$ cat config.mk
export PLATFORM = sky130hd
export DESIGN_NAME = lwpc_ctrl
export DESIGN_NICKNAME = d
export VERILOG_FILES = /design/src/rtl/core/lwpc_pkg.sv /design/src/rtl/core/lwpc_ctrl.sv
export SDC_FILE = /design/constraint.sdc
export NUM_CORES = 1
export LEC_CHECK = 0
export BUFFER_PORTS_ARGS = -buffer_cell sky130_fd_sc_hd__buf_2
export CAP_MARGIN = 20
export CELL_PAD_IN_SITES_DETAIL_PLACEMENT = 1
export CELL_PAD_IN_SITES_GLOBAL_PLACEMENT = 1
export CORE_MARGIN = 5
export CORE_UTILIZATION = 30
export DETAILED_ROUTE_END_ITERATION = 10
export PLACE_DENSITY_LB_ADDON = 0.1
export SETUP_SLACK_MARGIN = 0.02
export SLEW_MARGIN = 20
export SYNTH_ARGS = -nofsm -noshare
export SYNTH_HDL_FRONTEND = slang
export SYNTH_SLANG_ARGS = --single-unit
$ cat constraint.sdc
create_clock -name i_clk -period 1.55 [get_ports i_clk]
set_input_delay 0.155 -clock i_clk [delete_from_list [all_inputs] [get_ports i_clk]]
set_output_delay 0.155 -clock i_clk [all_outputs]
set_load 0.03 [all_outputs]
$ cat src/rtl/core/lwpc_pkg.sv
`timescale 1ns / 1ps
`default_nettype none
// ----------------------------------------------------------------------------
// Land/water classifier package
// Shared codes, constants and the command and status bundles that join the
// controller and the datapath.
// ----------------------------------------------------------------------------
package lwpc_pkg;

    // Item operation codes.
    localparam logic [1:0] OP_WR_VERTEX = 2'd0;
    localparam logic [1:0] OP_WR_RING   = 2'd1;
    localparam logic [1:0] OP_QUERY     = 2'd2;
    localparam logic [1:0] OP_NOP       = 2'd3;

    // Result codes.
    localparam logic [1:0] CLASS_NONE  = 2'd0;
    localparam logic [1:0] CLASS_WATER = 2'd1;
    localparam logic [1:0] CLASS_LAND  = 2'd2;

    // Search phases.
    localparam logic [1:0] PH_LAND  = 2'd0;
    localparam logic [1:0] PH_HOLE  = 2'd1;
    localparam logic [1:0] PH_WATER = 2'd2;

    // Configuration register word index.
    localparam logic [1:0] REG_RINGS_IN_USE = 2'd0;

    // Angles in 1/256 centidegree.
    localparam logic signed [25:0] LAT_LIMIT = 26'sd2304000;
    localparam logic signed [25:0] HALF_TURN = 26'sd4608000;
    localparam logic signed [25:0] FULL_TURN = 26'sd9216000;
    // Box longitude span in centidegrees above which the longitude test always passes.
    localparam logic signed [16:0] WIDE_SPAN = 17'sd18000;

    typedef struct packed {
        logic       wr_vertex;
        logic       wr_ring;
        logic       q_load;
        logic       wrap_step;
        logic       ring_clr;
        logic       ring_inc;
        logic       ring_rd;
        logic       grp_load;
        logic       base_load;
        logic       reduce_step;
        logic       va_init;
        logic       v_rd;
        logic       v_ld;
        logic       v_first;
        logic       v_step;
        logic       mul;
        logic       acc;
        logic [1:0] phase;
    } t_cmd;

    typedef struct packed {
        logic lat_out;
        logic wrap_done;
        logic ring_end;
        logic sel;
        logic short_ring;
        logic reduce_done;
        logic v_last;
        logic ring_hit;
    } t_sts;

endpackage
`default_nettype wire

$ cat src/rtl/core/lwpc_ctrl.sv
`timescale 1ns / 1ps
`default_nettype none
// ----------------------------------------------------------------------------
// Land/water classifier controller
// Sequences table writes, the ring search phases and the vertex walk.
// ----------------------------------------------------------------------------
module lwpc_ctrl (
    input  wire logic          i_clk,
    input  wire logic          i_rst_n,
    input  wire logic          i_in_valid,
    input  wire logic [1:0]    i_opcode,
    input  wire logic          i_out_ready,
    input  wire lwpc_pkg::t_sts i_sts,
    output logic               o_in_ready,
    output logic               o_out_valid,
    output logic [1:0]         o_cell_class,
    output lwpc_pkg::t_cmd     o_cmd
);
    import lwpc_pkg::*;

    localparam logic [3:0] S_IDLE   = 4'd0;
    localparam logic [3:0] S_LATCHK = 4'd1;
    localparam logic [3:0] S_WRAP   = 4'd2;
    localparam logic [3:0] S_RRD    = 4'd3;
    localparam logic [3:0] S_REVAL  = 4'd4;
    localparam logic [3:0] S_REDUCE = 4'd5;
    localparam logic [3:0] S_VRD    = 4'd6;
    localparam logic [3:0] S_VLD    = 4'd7;
    localparam logic [3:0] S_VMUL   = 4'd8;
    localparam logic [3:0] S_VACC   = 4'd9;
    localparam logic [3:0] S_RRES   = 4'd10;
    localparam logic [3:0] S_DONE   = 4'd11;

    logic [3:0] r_state, n_state;
    logic [1:0] r_phase, n_phase;
    logic       r_land, n_land;
    logic       r_unc, n_unc;
    logic       r_first, n_first;
    logic       r_out_valid, n_out_valid;
    logic [1:0] r_class, n_class;
    t_cmd       cmd;

    always_comb begin
        n_state     = r_state;
        n_phase     = r_phase;
        n_land      = r_land;
        n_unc       = r_unc;
        n_first     = r_first;
        n_out_valid = r_out_valid;
        n_class     = r_class;
        cmd         = '0;
        if (r_out_valid && i_out_ready) begin
            n_out_valid = 1'b0;
        end
        unique case (r_state)
            S_IDLE: begin
                if (i_in_valid) begin
                    unique case (i_opcode)
                        OP_WR_VERTEX: cmd.wr_vertex = 1'b1;
                        OP_WR_RING:   cmd.wr_ring = 1'b1;
                        OP_QUERY: begin
                            cmd.q_load = 1'b1;
                            n_state    = S_LATCHK;
                        end
                        default: ;
                    endcase
                end
            end
            S_LATCHK: begin
                n_land  = 1'b0;
                n_phase = PH_LAND;
                if (i_sts.lat_out) begin
                    n_unc   = 1'b1;
                    n_state = S_DONE;
                end else begin
                    n_unc   = 1'b0;
                    n_state = S_WRAP;
                end
            end
            S_WRAP: begin
                if (i_sts.wrap_done) begin
                    cmd.ring_clr = 1'b1;
                    n_state      = S_RRD;
                end else begin
                    cmd.wrap_step = 1'b1;
                end
            end
            S_RRD: begin
                if (i_sts.ring_end) begin
                    if (r_phase == PH_HOLE) begin
                        n_phase      = PH_WATER;
                        cmd.ring_clr = 1'b1;
                    end else begin
                        n_state = S_DONE;
                    end
                end else begin
                    cmd.ring_rd = 1'b1;
                    n_state     = S_REVAL;
                end
            end
            S_REVAL: begin
                if (i_sts.sel && !i_sts.short_ring) begin
                    cmd.base_load = 1'b1;
                    n_state       = S_REDUCE;
                end else begin
                    cmd.ring_inc = 1'b1;
                    n_state      = S_RRD;
                end
            end
            S_REDUCE: begin
                if (i_sts.reduce_done) begin
                    cmd.va_init = 1'b1;
                    n_first     = 1'b1;
                    n_state     = S_VRD;
                end else begin
                    cmd.reduce_step = 1'b1;
                end
            end
            S_VRD: begin
                cmd.v_rd = 1'b1;
                n_state  = S_VLD;
            end
            S_VLD: begin
                cmd.v_ld    = 1'b1;
                cmd.v_first = r_first;
                if (r_first) begin
                    cmd.v_step = 1'b1;
                    n_first    = 1'b0;
                    n_state    = S_VRD;
                end else begin
                    n_state = S_VMUL;
                end
            end
            S_VMUL: begin
                cmd.mul = 1'b1;
                n_state = S_VACC;
            end
            S_VACC: begin
                cmd.acc = 1'b1;
                if (i_sts.v_last) begin
                    n_state = S_RRES;
                end else begin
                    cmd.v_step = 1'b1;
                    n_state    = S_VRD;
                end
            end
            S_RRES: begin
                if (i_sts.ring_hit) begin
                    if (r_phase == PH_LAND) begin
                        n_land       = 1'b1;
                        cmd.grp_load = 1'b1;
                        cmd.ring_clr = 1'b1;
                        n_phase      = PH_HOLE;
                        n_state      = S_RRD;
                    end else begin
                        n_land  = 1'b0;
                        n_state = S_DONE;
                    end
                end else begin
                    cmd.ring_inc = 1'b1;
                    n_state      = S_RRD;
                end
            end
            S_DONE: begin
                if (!r_out_valid || i_out_ready) begin
                    n_out_valid = 1'b1;
                    n_class     = r_unc ? CLASS_NONE : (r_land ? CLASS_LAND : CLASS_WATER);
                    n_state     = S_IDLE;
                end
            end
            default: n_state = S_IDLE;
        endcase
        cmd.phase = r_phase;
    end

    always_ff @(posedge i_clk) begin
        if (!i_rst_n) begin
            r_state     <= S_IDLE;
            r_phase     <= PH_LAND;
            r_land      <= 1'b0;
            r_unc       <= 1'b0;
            r_first     <= 1'b0;
            r_out_valid <= 1'b0;
            r_class     <= CLASS_NONE;
        end else begin
            r_state     <= n_state;
            r_phase     <= n_phase;
            r_land      <= n_land;
            r_unc       <= n_unc;
            r_first     <= n_first;
            r_out_valid <= n_out_valid;
            r_class     <= n_class;
        end
    end

    assign o_in_ready   = (r_state == S_IDLE);
    assign o_out_valid  = r_out_valid;
    assign o_cell_class = r_class;
    assign o_cmd        = cmd;

endmodule
`default_nettype wire

==> flow_summary.toml <==
[global_routing]
grtUsageTotal_pct = 20.0
grt_pass1_vias = 1423
grt_max_degree = 11
grt_pass1_wl_mm = 6.67
gr-total-overflow = 0
antenna_found_initial = 0

[final_layout]
layout.cells.non_filler = 248
regArea_um2 = 253
finalCoreUtilization_pct = 63.3
antennaDiodeCount = 0
syn_to_final_growth_pct = 102
nFillCells = 371
multi_input_area_um2 = 882
layout-drive-gt1-share_pct = 61.8
nNetsFinal = 219

[timing]
holdWs_ns = 0.142
fin_tns_setup_ns = -2.33
fmax_mhz = 566
slew_headroom_pct = 74.8
setup_violations = 20
final.setup.worst_slack_ns = -0.216
rsz0062_at_grt = "yes"
maxSlewViolCount = 0
skew_ns = 0.0203
finalCritPeriodShare_pct = 114
worstMarginPinSlew_ns = 0.377
finalHoldViolations = 0
timing.final.crit_period_ns = 1.77

[cts]
cts-buffers-inserted = 3
clock_latency_ns = 0.30
clk_transition_reported_paths_ns = 0.11
clock-sinks = 12
cts_tree = "built"
root_buffer = "clkbuf_4"
hold_buffers = 0
clockBufferDepth = 2
htreeDepth = 1

[synth]
yosysTopAreaCell = "dfxtp_1"
synth_top_area_share_pct = 25.2
seq_area_frac_synth_pct = 25.2
yosys_register_bits = 12
async_flop_share_pct = 0
synthTopCellsByCount = "nor2_1, dfxtp_1, nand2_1"
synth_edf_count = 0
synthesis.nets = 143
synthFlopType = "dfxtp_1"
yosysWarnings = 0
synth_cell_types = 47
syn_area_um2 = 955
synth.avg_cell_area_um2 = 7.40
synth_area_leaders = "dfxtp_1, nor2_1, a21oi_1"
synth_most_common_cell = "nor2_1"
syn_inst = 129

[power_and_ir_drop]
swShare_pct = 44.8
p_leak_uw = 0.000815
power_frac_comb_pct = 68.2
ir_drop_v = 0.000429
cellPowerDensity_mw_per_mm2 = 1150
p_int_uw = 1220
p_seq_share_pct = 19.3
p_sw_uw = 991
clockPowerShare_pct = 12.5

[floorplan]
fp.dieH_um = 66.4
start_util_pct = 31.3
die-area_mm2 = 0.00441
die_w_um = 66.4
rows = 20
ios = 37
fp.coreArea_mm2 = 0.00305

[worst_setup_path]
end_kind = "output pin"
crit_required_ns = 1.39
startpoint_type = "flip-flop"
cp.arrival_ns = 1.61
rr_worst_depth = 6
path_class = "reg2out"
critPathMaxFanout = 6

[flow_run]
maxCapViolations = 0

[drt]
routed-via-count = 1356
wl_per_cell_um = 20.6
drt-pass1-iter-count = 4
ant_nets = 0
drt_iter0_markers = 81
routed_wl_mm = 5.10
viasPerCell = 5.47
drc = 0

[status]
violations = "negative setup slack"
status = "complete, but fails checks"

[placement]
dp.cells = 223
dpl_worst_slack_ns = -0.0845
dp_hpwl_mm = 2.85
place.gp.congestion = 0.865
place.port_buffers = 36

[hold_path]
worstHoldPathCells = 2
hold_path_class = "in2reg"
path summary, 6_finish.rpt:
| path | startpoint | end | slack [ns] |
|---|---|---|---|
| worst max-delay path | r_state[2]$_SDFFE_PN0P_ | o_cmd[16] | -0.22 |
| worst max register to register | r_state[1]$_SDFFE_PN0P_ | r_state[0]$_SDFFE_PN0P_ | -0.20 |
| worst min-delay path | i_rst_n | r_state[2]$_SDFFE_PN0P_ | 0.14 |
| worst min register to register | o_cell_class[1]$_SDFFE_PN0P_ | o_cell_class[1]$_SDFFE_PN0P_ | 0.48 |
cells by family (layout without fill, tap and decap cells):
family / after synthesis / after routing / share of synthesized area [%]
compound gates: 32 / 32 / 24.9
buf+inv: 13 / 88 / 5.64
flops: 12 / 12 / 25.2
mux: 3 / 3 / 3.28
simple gates: 69 / 69 / 41.0
routing by layer:
| metal | vias to the layer above | GRT usage [%] | routed length, um |
|---|---|---|---|
| li1 | 624 | - | - |
| met1 | 659 | 21.6 | 1950 |
| met2 | 57 | 37.3 | 2820 |
| met4 | 0 | 8.88 | 140 |
| met3 | 16 | 3.40 | 197 |
| met5 | - | 0 | 0 |
cells in the final DEF, fill, tap and decap left out, types with 6 or more instances in the layout:
master,Yosys,routed
buf_4,0,29
buf_6,0,28
buf_2,4,18
nor2_1,19,13
a21oi_1,9,9
dfxtp_1,12,8
nand2_1,10,7
nor2_4,0,6
sequential cells by signal (all words and copies together), names as in the netlist:
register,count
r_unc,1
r_state,4
r_land,1
o_out_valid,1
r_phase,2
o_cell_class,2
r_first,1
final cells by class:
type	instances	area share (%)
Clock buffer	4	1.88
Inverter	6	1.17
Multi-Input combinational cell	104	45.7
Sequential cell	12	13.1
Tap cell	44	2.85
Timing Repair Buffer	78	35.4
critical path, cell delays in order (launching register included):
cell and delay, ns:
dfxtp_4 0.38, or2_4 0.28, nor3_4 0.19, nand2_4 0.11
nor3b_4 0.19, buf_6 0.15
power by group through the flow:
stage	Sequential (uW)	Clock, uW	Combinational (uW)
3_5_place_dp	406	0	926
5_1_grt	432	300	1580
2_1_floorplan	394	0	617
6_report	427	277	1510
3_3_place_gp	404	0	905
4_1_cts	414	267	1110
metrics by stage:
step / total power [uW] / instance area, um^2
3_3_place_gp: 1310 / 1370
3_5_place_dp: 1330 / 1370
2_1_floorplan: 1010 / 1010
5_1_grt: 2320 / 1930
6_report: 2210 / 1930
4_1_cts: 1790 / 1710
repair_timing:
item                       in CTS  in global routing
setup endpoints to repair      22                 22
buffers inserted               12                 10
gates resized for setup        60                 36
cloned                          0                  1
pin swaps                      11                  9
(Power assumes the default switching activity.)
